`src/hw/rtl/slm_pkg.sv`:
```
package slm_pkg;

  // Chunk length in frames; a power of two, so the mean of the squares is a shift.
  localparam int CHUNK_LENGTH = 1024;
  localparam int CHUNK_SHIFT  = $clog2(CHUNK_LENGTH);
  localparam int CNT_W        = $clog2(CHUNK_LENGTH);

  localparam int SMP_W  = 24;
  localparam int SQ_W   = 57;
  localparam int PROD_W = 58;
  localparam int OVF_W  = 11;
  localparam int Q14_W  = 16;

  localparam int QUEUE_DEPTH = 2;
  localparam int QCNT_W      = $clog2(QUEUE_DEPTH + 1);

  localparam logic [Q14_W-1:0] ONE_Q14 = 16'd16384;

  // Configuration register indexes.
  localparam logic [1:0] CFG_OVERFLOW_LIMIT = 2'd0;
  localparam logic [1:0] CFG_RMS_FLOOR      = 2'd1;
  localparam logic [1:0] CFG_STEREO_ENABLE  = 2'd2;

  // Accumulated totals of one chunk, handed from the front to the back.
  typedef struct packed {
    logic [SMP_W-1:0]         peak_l;
    logic [SMP_W-1:0]         peak_r;
    logic [SQ_W-1:0]          sq_l;
    logic [SQ_W-1:0]          sq_r;
    logic signed [PROD_W-1:0] prod;
    logic [OVF_W-1:0]         ovf_l;
    logic [OVF_W-1:0]         ovf_r;
  } slm_snap_t;

  // One finished chunk result.
  typedef struct packed {
    logic [SMP_W-1:0] peak_l;
    logic [SMP_W-1:0] peak_r;
    logic [SMP_W-1:0] rms_l;
    logic [SMP_W-1:0] rms_r;
    logic [OVF_W-1:0] ovf_l;
    logic [OVF_W-1:0] ovf_r;
    logic [Q14_W-1:0] corr;
    logic [Q14_W-1:0] bal;
  } slm_result_t;

  typedef enum logic [3:0] {
    BK_IDLE,
    BK_RMSL,
    BK_RMSL_W,
    BK_RMSR,
    BK_RMSR_W,
    BK_DECIDE,
    BK_NORM,
    BK_PROD,
    BK_CSQ,
    BK_CSQ_W,
    BK_CDIV,
    BK_CDIV_W,
    BK_BAL,
    BK_BDIV_W,
    BK_OUT
  } slm_bk_state_t;

endpackage

```
`src/hw/rtl/slm_front.sv`:
```
module slm_front (
  input  logic                        clk,
  input  logic                        rst_n,
  input  logic                        in_tvalid,
  output logic                        in_tready,
  input  logic [47:0]                 in_tdata,
  input  logic [slm_pkg::SMP_W-1:0]   overflow_limit,
  input  logic [slm_pkg::QCNT_W-1:0]  q_free,
  output logic                        push,
  output slm_pkg::slm_snap_t          snap
);
  import slm_pkg::*;

  logic signed [SMP_W-1:0] l_s, r_s;
  logic [SMP_W-1:0]        ml, mr;
  logic                    accept, last;

  logic [CNT_W-1:0] cnt_r, cnt_nxt;

  // First stage: magnitudes and products of the accepted frame.
  logic                    s1_valid_r, s1_last_r;
  logic [SMP_W-1:0]        s1_ml_r, s1_mr_r;
  logic [2*SMP_W-1:0]      s1_sql_r, s1_sqr_r;
  logic signed [2*SMP_W-1:0] s1_prod_r;
  logic                    s1_ovl_r, s1_ovr_r;

  // Accumulators of the running chunk.
  logic [SMP_W-1:0]         pk_l_r, pk_r_r, pk_l_nxt, pk_r_nxt;
  logic [SQ_W-1:0]          sq_l_r, sq_r_r, sq_l_nxt, sq_r_nxt;
  logic signed [PROD_W-1:0] pr_r, pr_nxt;
  logic [OVF_W-1:0]         ov_l_r, ov_r_r, ov_l_nxt, ov_r_nxt;

  assign l_s = $signed(in_tdata[23:0]);
  assign r_s = $signed(in_tdata[47:24]);
  assign ml  = l_s[SMP_W-1] ? (~l_s + 1'b1) : l_s;
  assign mr  = r_s[SMP_W-1] ? (~r_s + 1'b1) : r_s;

  // A chunk end in flight needs a free queue slot of its own.
  assign in_tready = q_free > QCNT_W'(s1_valid_r && s1_last_r);
  assign accept    = in_tvalid && in_tready;
  assign last      = cnt_r == CNT_W'(CHUNK_LENGTH - 1);
  assign cnt_nxt   = last ? '0 : cnt_r + 1'b1;

  always_ff @(posedge clk) begin
    if (!rst_n) begin
      cnt_r      <= '0;
      s1_valid_r <= 1'b0;
      s1_last_r  <= 1'b0;
    end else begin
      s1_valid_r <= accept;
      if (accept) begin
        cnt_r     <= cnt_nxt;
        s1_last_r <= last;
      end
    end
  end

  always_ff @(posedge clk) begin
    if (accept) begin
      s1_ml_r   <= ml;
      s1_mr_r   <= mr;
      s1_sql_r  <= ml * ml;
      s1_sqr_r  <= mr * mr;
      s1_prod_r <= l_s * r_s;
      s1_ovl_r  <= ml > overflow_limit;
      s1_ovr_r  <= mr > overflow_limit;
    end
  end

  // Second stage: fold the frame into the chunk totals.
  always_comb begin
    pk_l_nxt = (s1_ml_r > pk_l_r) ? s1_ml_r : pk_l_r;
    pk_r_nxt = (s1_mr_r > pk_r_r) ? s1_mr_r : pk_r_r;
    sq_l_nxt = sq_l_r + SQ_W'(s1_sql_r);
    sq_r_nxt = sq_r_r + SQ_W'(s1_sqr_r);
    pr_nxt   = pr_r + {{(PROD_W-2*SMP_W){s1_prod_r[2*SMP_W-1]}}, s1_prod_r};
    ov_l_nxt = (s1_ovl_r && ov_l_r != '1) ? ov_l_r + 1'b1 : ov_l_r;
    ov_r_nxt = (s1_ovr_r && ov_r_r != '1) ? ov_r_r + 1'b1 : ov_r_r;
  end

  assign push        = s1_valid_r && s1_last_r;
  assign snap.peak_l = pk_l_nxt;
  assign snap.peak_r = pk_r_nxt;
  assign snap.sq_l   = sq_l_nxt;
  assign snap.sq_r   = sq_r_nxt;
  assign snap.prod   = pr_nxt;
  assign snap.ovf_l  = ov_l_nxt;
  assign snap.ovf_r  = ov_r_nxt;

  always_ff @(posedge clk) begin
    if (!rst_n || push) begin
      pk_l_r <= '0;
      pk_r_r <= '0;
      sq_l_r <= '0;
      sq_r_r <= '0;
      pr_r   <= '0;
      ov_l_r <= '0;
      ov_r_r <= '0;
    end else if (s1_valid_r) begin
      pk_l_r <= pk_l_nxt;
      pk_r_r <= pk_r_nxt;
      sq_l_r <= sq_l_nxt;
      sq_r_r <= sq_r_nxt;
      pr_r   <= pr_nxt;
      ov_l_r <= ov_l_nxt;
      ov_r_r <= ov_r_nxt;
    end
  end

endmodule

```
`config.mk`:
```
export PLATFORM = sky130hd
export DESIGN_NAME = slm_front
export DESIGN_NICKNAME = d
export VERILOG_FILES = /design/src/hw/rtl/slm_pkg.sv /design/src/hw/rtl/slm_front.sv
export SDC_FILE = /design/constraint.sdc
export NUM_CORES = 2
export LEC_CHECK = 0
export BUFFER_PORTS_ARGS = -buffer_cell sky130_fd_sc_hd__buf_4
export CORE_UTILIZATION = 30
export DETAILED_ROUTE_END_ITERATION = 6
export HOLD_SLACK_MARGIN = 0.03
export PLACE_DENSITY_LB_ADDON = 0.15
export SLEW_MARGIN = 20
export SYNTH_ARGS = -nofsm -noshare
export SYNTH_HDL_FRONTEND = slang
export SYNTH_SLANG_ARGS = --single-unit
export TNS_END_PERCENT = 100
```
`constraint.sdc`:
```
create_clock -name clk -period 10.75 [get_ports clk]
set_input_delay 0 -clock clk [delete_from_list [all_inputs] [get_ports clk]]
set_output_delay 0 -clock clk [all_outputs]
set_load 0.1 [all_outputs]
```
==> results summary <==
The critical path class is in2reg. Cells with a size suffix above 1 make up 7.190% of the layout. Yosys printed 0 warnings. The number of library cell types mapped by synthesis is 95. The number of clock sinks is about 440. For the worst-skew pair, the clock arrives at the later sink with an insertion delay of 0.69 ns.

The tightest min-delay check is of the in2reg type. The post-CTS setup buffer count came out at 0. At the worst endpoint, the required time is about 11 ns. The standard-cell row count came out at 189.

After routing, the total negative slack on setup checks comes to 0 ns. In the layout the commonest cells are inv_1 (1870), fa_1 (1455), nand2_1 (927), ha_1 (723), nor2_1 (589). In this run, post-CTS repair resized a total of 0 instances. In this run the most critical hold path is launched from in_tdata[34]. The first-pass detailed-route iteration total came out at 7. The summed area of non-filler cells in the final layout is around 89000 sq um. The cell with the biggest individual delay on the critical path is a22oi_1. The violation count after the first detailed-routing iteration is between 3000 and 4000. The largest net degree at the start of global routing came out at just over 80. The number of antenna violations at the first check in global routing is 20. The mean post-synth cell area came out at between 9 and 10 sq um. Of the available clock period, the critical path in the final layout requires between 80% and 90%. The TritonCTS clock tree is built.

The number of hold violations in the final report came out at 0. The count of nets left with antenna violations after detail routing came out at 0. After clock tree synthesis, the clock-pin slew on the worst setup and hold paths is roughly 0.070 ns. In the post-synthesis netlist, the biggest area contributors are fa_1 (36%), ha_1 (11%), inv_1 (8.8%). The worst setup path is launched from a primary input. The final layout contains routed wiring with a total length of 264700 microns. The cell accounting for the most synthesized area is fa_1. The worst setup path is captured at a register. The endpoint arrival time on the critical path came out at 10.06 ns. The number of top-level pins came out at approximately 320. The routed wirelength normalized by instance count came out at 21.10 microns. The congestion estimate from routability-driven global placement came to between 0.8 and 0.9. The die extent in x is around 520 microns. The HPWL after detailed placement came out at approximately 210000 microns. The net count of the finished layout is roughly 11000.

The final critical-path required period is approximately 9.6 ns. In this run the critical register-to-register path is launched from s1_ml_r[0]$_DFFE_PP_. The remaining global-route overflow is 0. Clock skew on the completed layout was measured at 0.02773 ns. Sequential elements use a little over an eighth of the synthesized area. At the pin with the least slew margin, the transition time is approximately 1.0 ns.

The H-tree was split into 2 levels. The placeable core area came out at around 270000 sq um. The largest driver fanout on the critical path came out at 8. The die boundary height is 518.2 microns. The flow ran to the end, but the final reports show violations. The number of maximum-capacitance constraint violations came out at 0. The global-route total usage across every layer came out at roughly 20%. The total clock buffers created by CTS came out at 56. The worst setup slack after layout is between 1 and 1.5 ns. The clock tree root buffer cell is clkbuf_16. The setup slack at placement came out at about 0.54 ns. The biggest cell delay along the critical path came out at 0.62 ns. The area enclosed by the die boundary is around 270000 sq um. The register bit count reported by yosys is 444.

The clock passes through at most 3 buffers. The DRC violation count after routing came out at 136. The final max-slew violation count is 0.

The global-route wire length before repair is 405300 microns. The cell area after placement is a little under 90000 sq um. In the synthesized netlist the dominant register cell turns out to be dfxtp_1. From synthesis to final layout, the design area changed by 11.05%. The async set-or-reset flop fraction in the synthesized netlist is 0%.

The headroom to the max-slew limit is approximately a third. The number of buffers inserted by port buffering came out at 320. The mapped netlist covers around 80000 sq um. The via count of the first global-routing pass came to 64349. The vias per cell is 4.782.

The synthesized design contains 190 enable-type register cells. For this configuration, the core starts out at a cell density of between 30 and 40%. The total number of vias came out at between 50000 and 60000. Setup repair after global routing left no endpoint under its margin. The number of standard cells after synthesis came out at around 8800.

The top-area cell type share of the netlist area came out at 36.44%. The number of setup violations in the final report came out at 0. The highest clock rate is between 100 and 150 MHz.

The most common cell after layout, fill and taps aside is inv_1. In this run the worst setup path begins at in_tdata[24]. The final reports fail on design-rule violations.
[Yosys cell counts, drive strengths merged (20+ instances only)]
cell type  number
xnor2         258
dfxtp         254
nand2b         68
a31oi          42
xor2          132
o21ai         191
nor2          589
nor2b          36
fa           1455
and3           54
inv          1874
a21o          138
clkinv         20
o211ai         23
and2          221
clkbuf        297
mux2           29
mux2i         155
ha            724
o21a           53
o21bai         34
o31ai          64
a21oi         322
nor3           65
buf            51
nand4          66
edfxtp        190
nand2         929
a211oi         35
nand3         133
or3            30
[what timing repair did]
action                                 in CTS  in global routing
setup endpoints to repair                   0                  0
endpoints found under the hold margin      24                  0
hold buffers                                7                  0
[final cells by class]
cell class,instances,area [sq um]
clock buffer,70,1602
timing repair buffer,442,3336
inverter,1894,7112
tap,3533,4420
clock inverter,36,467.9
antenna,13,32.53
fill,27427,176300
multi-input combinational,6113,61000
sequential,444,10790
[worst max-delay path: cells and delay by family]
kind,cells,cell delay (ns)
and+or+nand+nor,4,1.10
xor gates and xnor gates,2,0.53
buffers and inverters,10,1.89
adders and majority gates,9,4.08
AOI/OAI and AO/OA,9,2.45
[state kept, by name, indices dropped and copies added, names as in the netlist]
| signal | flops |
|---|---|
| s1_ml_r | 24 |
| pk_l_r | 24 |
| s1_prod_r | 48 |
| sq_l_r | 57 |
| pk_r_r | 24 |
| sq_r_r | 57 |
| s1_ovr_r | 1 |
| s1_sqr_r | 46 |
| ov_l_r | 11 |
| cnt_r | 10 |
| pr_r | 58 |
| s1_sql_r | 46 |
| s1_mr_r | 24 |
| ov_r_r | 11 |
| s1_valid_r | 1 |
| s1_last_r | 1 |
| s1_ovl_r | 1 |
[final timing paths]
check | to | slack (ns) | cells after the start
worst min register to register | sq_l_r[45]$_SDFFE_PP0P_ | 0.47 | 2
worst max register to register | sq_l_r[48]$_SDFFE_PP0P_ | 6.26 | 13
worst min-delay path | s1_mr_r[23]$_DFFE_PP_ | 0.14 | 5
worst max-delay path | s1_sqr_r[47]$_DFFE_PP_ | 1.12 | 34
[metal layers]
metal	track usage (%)	up-vias	wire, microns
met3	2.268	253	11220
met5	0	-	23
met1	26.82	30828	121500
met4	4.480	4	5590
met2	33.49	1180	126400
li1	-	27722	-
[logic make-up (layout without fill, tap and decap cells)]
group	Yosys count	count (layout)	share of synthesized area (%)
and+or+nand+nor	2270	2270	12.86
other	2	47	0.009396
AOI/OAI and AO/OA	1055	1055	8.639
adders and majority gates	2180	2180	47.79
DFF	444	444	13.50
xor gates and xnor gates	390	390	4.292
muxes	184	184	2.350
buffers and inverters	2242	2442	10.56
[metrics by stage]
stage	util [%]	hold slack (ns)	cells
floorplan	-	0.09887	8799
global placement	32.66	0.2516	12419
detailed placement	32.66	0.2550	12419
CTS	33.47	0.08719	12532
global route	33.48	0.1362	12542
finish	33.48	0.1375	12545
Power is not shown: default switching activity piles up to over one toggle a cycle in this logic, so the estimate is an artifact.
