<file path="config.mk">
export PLATFORM = sky130hd
export DESIGN_NAME = slm_back
export DESIGN_NICKNAME = d
export VERILOG_FILES = /design/src/hw/rtl/slm_pkg.sv /design/src/hw/rtl/slm_isqrt.sv /design/src/hw/rtl/slm_div.sv /design/src/hw/rtl/slm_back.sv
export SDC_FILE = /design/constraint.sdc
export NUM_CORES = 2
export LEC_CHECK = 0
export ABC_AREA = 0
export BUFFER_PORTS_ARGS = -buffer_cell sky130_fd_sc_hd__buf_2
export CORE_UTILIZATION = 60
export CTS_BUF_LIST = sky130_fd_sc_hd__clkbuf_8
export CTS_CLUSTER_DIAMETER = 120
export DETAILED_ROUTE_END_ITERATION = 8
export HOLD_SLACK_MARGIN = 0.08
export PLACE_DENSITY = 0.78
export SYNTH_ARGS = -nofsm -noshare
export SYNTH_HDL_FRONTEND = slang
export SYNTH_SLANG_ARGS = --single-unit
</file>
<file path="constraint.sdc">
create_clock -name clk -period 17.6 [get_ports clk]
set_input_delay 3.52 -clock clk [delete_from_list [all_inputs] [get_ports clk]]
set_output_delay 3.52 -clock clk [all_outputs]
set_load 0.005 [all_outputs]
</file>
<file path="src/hw/rtl/slm_pkg.sv">
package slm_pkg;

  // Chunk length in frames; a power of two, so the mean of the squares is a shift.
  localparam int CHUNK_LENGTH = 1024;
  localparam int CHUNK_SHIFT  = $clog2(CHUNK_LENGTH);
  localparam int CNT_W        = $clog2(CHUNK_LENGTH);

  localparam int SMP_W  = 24;
  localparam int SQ_W   = 57;
  localparam int PROD_W = 58;
  localparam int OVF_W  = 11;
  localparam int Q14_W  = 16;

  localparam int QUEUE_DEPTH = 2;
  localparam int QCNT_W      = $clog2(QUEUE_DEPTH + 1);

  localparam logic [Q14_W-1:0] ONE_Q14 = 16'd16384;

  // Configuration register indexes.
  localparam logic [1:0] CFG_OVERFLOW_LIMIT = 2'd0;
  localparam logic [1:0] CFG_RMS_FLOOR      = 2'd1;
  localparam logic [1:0] CFG_STEREO_ENABLE  = 2'd2;

  // Accumulated totals of one chunk, handed from the front to the back.
  typedef struct packed {
    logic [SMP_W-1:0]         peak_l;
    logic [SMP_W-1:0]         peak_r;
    logic [SQ_W-1:0]          sq_l;
    logic [SQ_W-1:0]          sq_r;
    logic signed [PROD_W-1:0] prod;
    logic [OVF_W-1:0]         ovf_l;
    logic [OVF_W-1:0]         ovf_r;
  } slm_snap_t;

  // One finished chunk result.
  typedef struct packed {
    logic [SMP_W-1:0] peak_l;
    logic [SMP_W-1:0] peak_r;
    logic [SMP_W-1:0] rms_l;
    logic [SMP_W-1:0] rms_r;
    logic [OVF_W-1:0] ovf_l;
    logic [OVF_W-1:0] ovf_r;
    logic [Q14_W-1:0] corr;
    logic [Q14_W-1:0] bal;
  } slm_result_t;

  typedef enum logic [3:0] {
    BK_IDLE,
    BK_RMSL,
    BK_RMSL_W,
    BK_RMSR,
    BK_RMSR_W,
    BK_DECIDE,
    BK_NORM,
    BK_PROD,
    BK_CSQ,
    BK_CSQ_W,
    BK_CDIV,
    BK_CDIV_W,
    BK_BAL,
    BK_BDIV_W,
    BK_OUT
  } slm_bk_state_t;

endpackage

</file>
<file path="src/hw/rtl/slm_isqrt.sv">
module slm_isqrt (
  input  logic        clk,
  input  logic        rst_n,
  input  logic        start,
  input  logic [63:0] arg,
  output logic        done,
  output logic [31:0] root
);
  import slm_pkg::*;

  logic [63:0] v_r, r_r, bit_r, tsum;
  logic [4:0]  step_r;
  logic        busy_r, done_r;

  assign tsum = r_r + bit_r;
  assign done = done_r;
  assign root = r_r[31:0];

  // One result bit per cycle.
  always_ff @(posedge clk) begin
    if (!rst_n) begin
      busy_r <= 1'b0;
      done_r <= 1'b0;
    end else begin
      done_r <= busy_r && step_r == '1;
      if (start) busy_r <= 1'b1;
      else if (step_r == '1) busy_r <= 1'b0;
    end
  end

  always_ff @(posedge clk) begin
    if (start) begin
      v_r    <= arg;
      r_r    <= '0;
      bit_r  <= 64'h4000_0000_0000_0000;
      step_r <= '0;
    end else if (busy_r) begin
      if (v_r >= tsum) begin
        v_r <= v_r - tsum;
        r_r <= (r_r >> 1) + bit_r;
      end else begin
        r_r <= r_r >> 1;
      end
      bit_r  <= bit_r >> 2;
      step_r <= step_r + 1'b1;
    end
  end

endmodule

</file>
<file path="src/hw/rtl/slm_div.sv">
module slm_div (
  input  logic                        clk,
  input  logic                        rst_n,
  input  logic                        start,
  input  logic [71:0]                 num,
  input  logic [31:0]                 den,
  output logic                        done,
  output logic [slm_pkg::Q14_W-1:0]   quo
);
  import slm_pkg::*;

  logic [71:0]      num_r;
  logic [31:0]      den_r;
  logic [32:0]      rem_r, rem_t;
  logic [Q14_W-1:0] q_r;
  logic             sat_r, ge;
  logic [6:0]       cnt_r;
  logic             busy_r, done_r, last;

  assign rem_t = {rem_r[31:0], num_r[71]};
  assign ge    = rem_t >= {1'b0, den_r};
  assign last  = cnt_r == 7'd71;
  assign done  = done_r;
  // Quotients past one are clamped to one.
  assign quo   = (sat_r || q_r > ONE_Q14) ? ONE_Q14 : q_r;

  // Restoring division, one quotient bit per cycle.
  always_ff @(posedge clk) begin
    if (!rst_n) begin
      busy_r <= 1'b0;
      done_r <= 1'b0;
    end else begin
      done_r <= busy_r && last;
      if (start) busy_r <= 1'b1;
      else if (last) busy_r <= 1'b0;
    end
  end

  always_ff @(posedge clk) begin
    if (start) begin
      num_r <= num;
      den_r <= den;
      rem_r <= '0;
      q_r   <= '0;
      sat_r <= 1'b0;
      cnt_r <= '0;
    end else if (busy_r) begin
      num_r <= num_r << 1;
      rem_r <= ge ? rem_t - {1'b0, den_r} : rem_t;
      q_r   <= {q_r[Q14_W-2:0], ge};
      sat_r <= sat_r | q_r[Q14_W-1];
      cnt_r <= cnt_r + 1'b1;
    end
  end

endmodule

</file>
<file path="src/hw/rtl/slm_back.sv">
module slm_back (
  input  logic                       clk,
  input  logic                       rst_n,
  input  logic                       q_not_empty,
  input  slm_pkg::slm_snap_t         q_head,
  output logic                       pop,
  input  logic [slm_pkg::SMP_W-1:0]  rms_floor,
  input  logic                       stereo_enable,
  output logic                       res_valid,
  input  logic                       res_ready,
  output slm_pkg::slm_result_t       res
);
  import slm_pkg::*;

  slm_bk_state_t state_r, state_nxt;

  slm_snap_t            w_r;
  logic [SMP_W-1:0]     rms_l_r, rms_r_r;
  logic [SQ_W-1:0]      a_s_r, b_s_r;
  logic [4:0]           ka_r, kb_r;
  logic [59:0]          cprod_r;
  logic [PROD_W-1:0]    pm_r;
  logic [31:0]          d_r;
  logic [Q14_W-1:0]     corr_r, bal_r;
  logic                 bal_sw_r;
  logic                 res_valid_r;
  slm_result_t          res_r;

  logic a_big, b_big, silent, out_free, odd;
  logic [5:0]           ksum;
  logic [PROD_W-1:0]    pabs;

  logic        sq_start, sq_done, dv_start, dv_done;
  logic [63:0] sq_arg;
  logic [31:0] sq_root, dv_den;
  logic [71:0] dv_num;
  logic [Q14_W-1:0] dv_quo;

  slm_isqrt u_isqrt (
    .clk   (clk),
    .rst_n (rst_n),
    .start (sq_start),
    .arg   (sq_arg),
    .done  (sq_done),
    .root  (sq_root)
  );

  slm_div u_div (
    .clk   (clk),
    .rst_n (rst_n),
    .start (dv_start),
    .num   (dv_num),
    .den   (dv_den),
    .done  (dv_done),
    .quo   (dv_quo)
  );

  assign a_big    = |a_s_r[SQ_W-1:30];
  assign b_big    = |b_s_r[SQ_W-1:30];
  assign ksum     = 6'(ka_r) + 6'(kb_r);
  assign odd      = ksum[0];
  assign silent   = rms_l_r < rms_floor && rms_r_r < rms_floor;
  assign out_free = !res_valid_r || res_ready;
  assign pabs     = w_r.prod[PROD_W-1] ? (~w_r.prod + 1'b1) : w_r.prod;

  // Next state.
  always_comb begin
    state_nxt = state_r;
    case (state_r)
      BK_IDLE:   if (q_not_empty) state_nxt = BK_RMSL;
      BK_RMSL:   state_nxt = BK_RMSL_W;
      BK_RMSL_W: if (sq_done) state_nxt = BK_RMSR;
      BK_RMSR:   state_nxt = BK_RMSR_W;
      BK_RMSR_W: if (sq_done) state_nxt = BK_DECIDE;
      BK_DECIDE: begin
        if (!stereo_enable || silent) state_nxt = BK_OUT;
        else if (w_r.sq_l != '0 && w_r.sq_r != '0) state_nxt = BK_NORM;
        else state_nxt = BK_BAL;
      end
      BK_NORM:   if (!a_big && !b_big) state_nxt = BK_PROD;
      BK_PROD:   state_nxt = BK_CSQ;
      BK_CSQ:    state_nxt = BK_CSQ_W;
      BK_CSQ_W:  if (sq_done) state_nxt = (sq_root == '0) ? BK_BAL : BK_CDIV;
      BK_CDIV:   state_nxt = BK_CDIV_W;
      BK_CDIV_W: if (dv_done) state_nxt = BK_BAL;
      BK_BAL: begin
        if (rms_r_r >= rms_l_r && rms_r_r == '0) state_nxt = BK_OUT;
        else state_nxt = BK_BDIV_W;
      end
      BK_BDIV_W: if (dv_done) state_nxt = BK_OUT;
      BK_OUT:    if (out_free) state_nxt = BK_IDLE;
      default:   state_nxt = BK_IDLE;
    endcase
  end

  // Unit controls and operand selection.
  always_comb begin
    pop      = 1'b0;
    sq_start = 1'b0;
    sq_arg   = 64'(w_r.sq_l >> CHUNK_SHIFT);
    dv_start = 1'b0;
    dv_num   = {pm_r, 14'b0} + 72'(d_r >> 1);
    dv_den   = d_r;
    case (state_r)
      BK_IDLE: pop = q_not_empty;
      BK_RMSL: sq_start = 1'b1;
      BK_RMSR: begin
        sq_start = 1'b1;
        sq_arg   = 64'(w_r.sq_r >> CHUNK_SHIFT);
      end
      BK_CSQ: begin
        sq_start = 1'b1;
        sq_arg   = 64'(cprod_r);
      end
      BK_CDIV: dv_start = 1'b1;
      BK_BAL: begin
        if (rms_r_r >= rms_l_r) begin
          dv_start = rms_r_r != '0;
          dv_num   = 72'({rms_l_r, 14'b0}) + 72'(rms_r_r >> 1);
          dv_den   = 32'(rms_r_r);
        end else begin
          dv_start = 1'b1;
          dv_num   = 72'({rms_r_r, 14'b0}) + 72'(rms_l_r >> 1);
          dv_den   = 32'(rms_l_r);
        end
      end
      default: ;
    endcase
  end

  always_ff @(posedge clk) begin
    if (!rst_n) state_r <= BK_IDLE;
    else state_r <= state_nxt;
  end

  // Working registers of the chunk under computation.
  always_ff @(posedge clk) begin
    case (state_r)
      BK_IDLE: begin
        w_r    <= q_head;
        a_s_r  <= q_head.sq_l;
        b_s_r  <= q_head.sq_r;
        ka_r   <= '0;
        kb_r   <= '0;
        corr_r <= ONE_Q14;
        bal_r  <= '0;
      end
      BK_RMSL_W: if (sq_done) rms_l_r <= sq_root[SMP_W-1:0];
      BK_RMSR_W: if (sq_done) rms_r_r <= sq_root[SMP_W-1:0];
      BK_NORM: begin
        // Bring both sums under 30 bits, then make the total shift even.
        if (a_big || b_big) begin
          if (a_big) begin
            a_s_r <= a_s_r >> 1;
            ka_r  <= ka_r + 1'b1;
          end
          if (b_big) begin
            b_s_r <= b_s_r >> 1;
            kb_r  <= kb_r + 1'b1;
          end
        end else if (odd) begin
          if (ka_r >= kb_r) begin
            a_s_r <= a_s_r >> 1;
            ka_r  <= ka_r + 1'b1;
          end else begin
            b_s_r <= b_s_r >> 1;
            kb_r  <= kb_r + 1'b1;
          end
        end
      end
      BK_PROD: begin
        cprod_r <= a_s_r[29:0] * b_s_r[29:0];
        pm_r    <= pabs >> ksum[5:1];
      end
      BK_CSQ_W: if (sq_done) d_r <= sq_root;
      BK_CDIV_W: begin
        if (dv_done) corr_r <= w_r.prod[PROD_W-1] ? (~dv_quo + 1'b1) : dv_quo;
      end
      BK_BAL: bal_sw_r <= rms_r_r < rms_l_r;
      BK_BDIV_W: begin
        if (dv_done) bal_r <= bal_sw_r ? dv_quo - ONE_Q14 : ONE_Q14 - dv_quo;
      end
      default: ;
    endcase
  end

  // Output register; a waiting result does not hold up the next chunk.
  always_ff @(posedge clk) begin
    if (!rst_n) begin
      res_valid_r <= 1'b0;
    end else if (state_r == BK_OUT && out_free) begin
      res_valid_r <= 1'b1;
    end else if (res_ready) begin
      res_valid_r <= 1'b0;
    end
  end

  always_ff @(posedge clk) begin
    if (state_r == BK_OUT && out_free) begin
      res_r.peak_l <= w_r.peak_l;
      res_r.peak_r <= w_r.peak_r;
      res_r.rms_l  <= rms_l_r;
      res_r.rms_r  <= rms_r_r;
      res_r.ovf_l  <= w_r.ovf_l;
      res_r.ovf_r  <= w_r.ovf_r;
      res_r.corr   <= corr_r;
      res_r.bal    <= bal_r;
    end
  end

  assign res_valid = res_valid_r;
  assign res       = res_r;

endmodule

</file>
==> reports/results.md <==
| Item | This run |
| --- | --- |
| Grt total ovfl | 0 |
| Total setup buffers inserted after CTS | 0 |
| Antenna viol nets, final | 0 |
| Run status | complete, no violations |
| Top flip-flop cell by instance count after synthesis | sky130_fd_sc_hd__edfxtp_1 |
| Number of synthesized flops with an enable pin | 915 |
| Launching element type of the critical path | flip-flop |
| Total area of multi-input combinational cells | 53800 um2 |
| Critical path buffers and inverters | 4 |
| Sink count of the clock tree | 1081 |
| H-tree level count | 4 |
| Detailed router's first-iteration violation count | 7849 |
| Initial Util | 60.7% |
| Number of hold buffers added after cts | 0 |
| Clock tree from TritonCTS | done |
| Top-level I/O count | 423 |
| Number of resized instances in the post-cts repair step | 0 |
| Global routing usage summed across all routing layers | 35.4% |
| Class of the tightest hold or removal check | flip-flop to flip-flop |
| Number of nets in the final layout | 11100 |
| Die Ht | 389 um |
| Post-synthesis async set-or-reset flop share | 0% |
| Cell with the biggest individual delay on the critical path | sky130_fd_sc_hd__edfxtp_1 |
| Synthesized net count | 10900 |
| Most common library cell in the layout ignoring fill and taps | sky130_fd_sc_hd__nand2_1 |
| Most prevalent standard cell on the critical path | sky130_fd_sc_hd__fa_1 |
| Arrival time of the worst setup path | 9.87 ns |
| Post-Route Setup TNS | 0 ns |
| Count of port buffers added during placement | 422 |
| Count of unique library cells instantiated by Yosys | 91 |
| Clock period minus worst slack | 9.20 ns |
| Routability-driven placement congestion ratio | 1.03 |
| Wirelength per Cell | 23.1 um |
| Portion of the post-synthesis area used by sequential elements | 34.2% |
| Number of warning messages in the yosys log | 0 |
| Number of inserted filler cells in the final layout | 11800 |
| Register cell area after layout | 30800 um2 |
| First-pass iteration count of the detailed router | 7 |
| Number of flip-flops and latches in the synthesized netlist | 1081 |
| Synthesized area per cell | 9.69 um2 |
| Peak fanout along the critical path | 31 |
| Clk buf depth | 3 |
| Row count | 141 |
| Family of cells with the greatest summed delay on the critical path | adder cells |
| Number of global-route vias before repair | 70700 |
| Setup repair after global routing missed its margin | no |
| Number of clock buffers inserted by TritonCTS | 183 |
| Highest-count cells in the layout ignoring fill and taps | sky130_fd_sc_hd__nand2_1 (1312), sky130_fd_sc_hd__inv_1 (1031), sky130_fd_sc_hd__edfxtp_1 (915) |
| Final standard cell utilization of the core | 65.7% |
| Routed wire length | 269000 um |
| Die Footprint | 152000 um2 |
| Worst Path Required | 18.26 ns |
| Antenna violations before repair | 26 |
| Root buf cell | sky130_fd_sc_hd__clkbuf_8 |
| Vias per inst | 6.15 |
| Clock transition time at the flip-flop clock pins of the worst setup and hold paths | 0.06 ns |
| Dpl hpwl | 203000 um |
| CP Cell Sequence | and2_1 > fa_1 > fa_1 > inv_1 > fa_1 > inv_1 > fa_1 > fa_1 > fa_1 > fa_1 > inv_1 > fa_1 > inv_1 > ha_1 > a21oi_1 > o21bai_1 > a211oi_1 > nand3_1 > o21ai_0 > o21a_1 > nand2b_1 > a211o_1 > or4_1 > and4_1 |
| Combined area of all synthesized cells | 90000 um2 |
| Worst-Skew Late Latency | 0.96 ns |
| Total of max-cap violations | 0 |
| Count of final hold-check violations | 0 |
| Routed via count | 71800 |
| Slew at the pin closest to its max-slew limit | 1.43 ns |
| Layout cells sized above 1 | 9.35% |
| Number of instances in the synthesized netlist | 9297 |
| Remaining routing DRC violations | 0 |
| F_max | 0.109 GHz |
| Headroom to the max-slew limit | 4.73% |
| Slowest Stage Delay on Critical Path | 1.30 ns |
| Number of slew-limit violations in the final report | 0 |
| Clock Skews | 0.0654 ns |
| Post-route clock period utilization | 52.3% |
| Pin count of the biggest net entering global routing | 107 |
| Horizontal extent of the die | 389 um |
| Wire length of the first global-routing pass | 412000 um |
| Area growth from synthesis to final layout | 8.33% |
| Count of endpoints failing setup in the final report | 0 |
| CP endpoint kind | flip-flop |
| Category of the most critical setup path | flip-flop to flip-flop |
| Core Footprint | 148000 um2 |
[layout make-up]
| class | count | area share, % |
|---|---|---|
| Clock inverter | 150 | 1.21 |
| Inverter | 979 | 3.78 |
| Antenna cell | 16 | 0.0410 |
| Sequential cell | 1081 | 31.6 |
| Timing Repair Buffer | 531 | 3.00 |
| Multi-Input combinational cell | 6721 | 55.2 |
| Clock buffer | 188 | 2.65 |
| Tap cell | 2002 | 2.57 |
[kinds of logic (layout without fill, tap and decap cells)]
family | count (synthesis) | after routing | share of synthesized area, %
mux | 193 | 193 | 2.24
xor+xnor | 399 | 399 | 3.88
buf+inv | 1495 | 1848 | 6.27
simple gates | 3048 | 3048 | 16.0
fa+ha+maj | 1318 | 1318 | 24.9
flops | 1081 | 1081 | 34.2
other cells | 0 | 16 | 0
compound gates | 1763 | 1763 | 12.5
[per-stage QoR]
step / hold slack, ns / std cells / cell area (um2) / worst slack, ns
2_1_floorplan: 0.400 / 9297 / 90000 / 6.67
3_3_place_gp: 0.400 / 11300 / 93700 / 8.75
3_5_place_dp: 0.405 / 11300 / 93700 / 8.58
4_1_cts: 0.386 / 11700 / 97500 / 8.54
5_1_grt: 0.406 / 11700 / 97500 / 8.21
6_report: 0.391 / 11700 / 97500 / 8.40
[registers in the layout, indices dropped and copies added (netlist names), 4 cells and up]
| signal | count |
|---|---|
| kb_r | 5 |
| bal_r | 16 |
| u_div.den_r | 32 |
| pm_r | 58 |
| b_s_r | 57 |
| u_isqrt.v_r | 64 |
| a_s_r | 57 |
| u_isqrt.step_r | 5 |
| rms_r_r | 24 |
| u_div.num_r | 72 |
| u_isqrt.r_r | 64 |
| u_div.q_r | 16 |
| corr_r | 16 |
| rms_l_r | 24 |
| state_r | 4 |
| u_isqrt.bit_r | 32 |
| w_r | 242 |
| ka_r | 5 |
| u_div.cnt_r | 7 |
| cprod_r | 60 |
| u_div.rem_r | 32 |
| res | 150 |
| d_r | 32 |
[path summary, 6_finish.rpt]
| path | start | end | slack [ns] | cells past startpoint |
|---|---|---|---|---|
| setup reg to reg | a_s_r[22] | cprod_r[53] | 8.40 | 24 |
| hold / removal | w_r[201] | res[109] | 0.39 | 0 |
| setup / recovery | a_s_r[22] | cprod_r[53] | 8.40 | 24 |
| hold reg to reg | w_r[201] | res[109] | 0.39 | 0 |
[routing by layer]
metal	part of all wire, %	routed length (um)	up-vias	GRT usage [%]
met3	11	30400	746	9.34
met5	0.043	116	-	0
met1	38	102000	34900	45.7
li1	-	-	32300	-
met2	46	123000	3907	56.0
met4	4.9	13100	18	16.2
[cells in the mapped netlist (17+ instances only)]
master | n | share of area (%)
sky130_fd_sc_hd__o21ai_0 | 423 | 2.4
sky130_fd_sc_hd__fa_1 | 786 | 17
sky130_fd_sc_hd__a311oi_1 | 23 | 0.22
sky130_fd_sc_hd__o22ai_1 | 26 | 0.18
sky130_fd_sc_hd__a21o_1 | 139 | 1.2
sky130_fd_sc_hd__a22oi_1 | 55 | 0.46
sky130_fd_sc_hd__or2_2 | 23 | 0.16
sky130_fd_sc_hd__nor3b_1 | 17 | 0.14
sky130_fd_sc_hd__a21oi_1 | 456 | 2.5
sky130_fd_sc_hd__nand2_1 | 1313 | 5.5
sky130_fd_sc_hd__o211ai_1 | 42 | 0.35
sky130_fd_sc_hd__inv_1 | 978 | 4.1
sky130_fd_sc_hd__a31oi_1 | 104 | 0.72
sky130_fd_sc_hd__nor2_1 | 489 | 2.0
sky130_fd_sc_hd__or4_1 | 17 | 0.14
sky130_fd_sc_hd__a221oi_1 | 23 | 0.22
sky130_fd_sc_hd__nor3_1 | 114 | 0.63
sky130_fd_sc_hd__a21boi_0 | 23 | 0.19
sky130_fd_sc_hd__nand2b_1 | 45 | 0.31
sky130_fd_sc_hd__nor2b_1 | 57 | 0.40
sky130_fd_sc_hd__xor2_1 | 200 | 1.9
sky130_fd_sc_hd__o21bai_1 | 50 | 0.42
sky130_fd_sc_hd__and2_1 | 518 | 3.6
sky130_fd_sc_hd__o31ai_1 | 48 | 0.40
sky130_fd_sc_hd__o21a_1 | 44 | 0.37
sky130_fd_sc_hd__dfxtp_1 | 166 | 3.7
sky130_fd_sc_hd__clkbuf_1 | 482 | 2.0
sky130_fd_sc_hd__and3_1 | 54 | 0.38
sky130_fd_sc_hd__nand3_1 | 130 | 0.72
sky130_fd_sc_hd__ha_1 | 532 | 7.4
sky130_fd_sc_hd__edfxtp_1 | 915 | 31
sky130_fd_sc_hd__xnor2_1 | 199 | 1.9
sky130_fd_sc_hd__a211oi_1 | 81 | 0.68
sky130_fd_sc_hd__or3_1 | 33 | 0.23
sky130_fd_sc_hd__buf_1 | 25 | 0.10
sky130_fd_sc_hd__nor4_1 | 83 | 0.58
sky130_fd_sc_hd__a22o_1 | 25 | 0.24
sky130_fd_sc_hd__mux2_2 | 18 | 0.23
sky130_fd_sc_hd__mux2i_1 | 169 | 1.9
sky130_fd_sc_hd__nand4_1 | 112 | 0.78
Power is left out: the tool's default activity adds up to more than one toggle a clock period on the data nets, which glitch-free logic cannot reach.
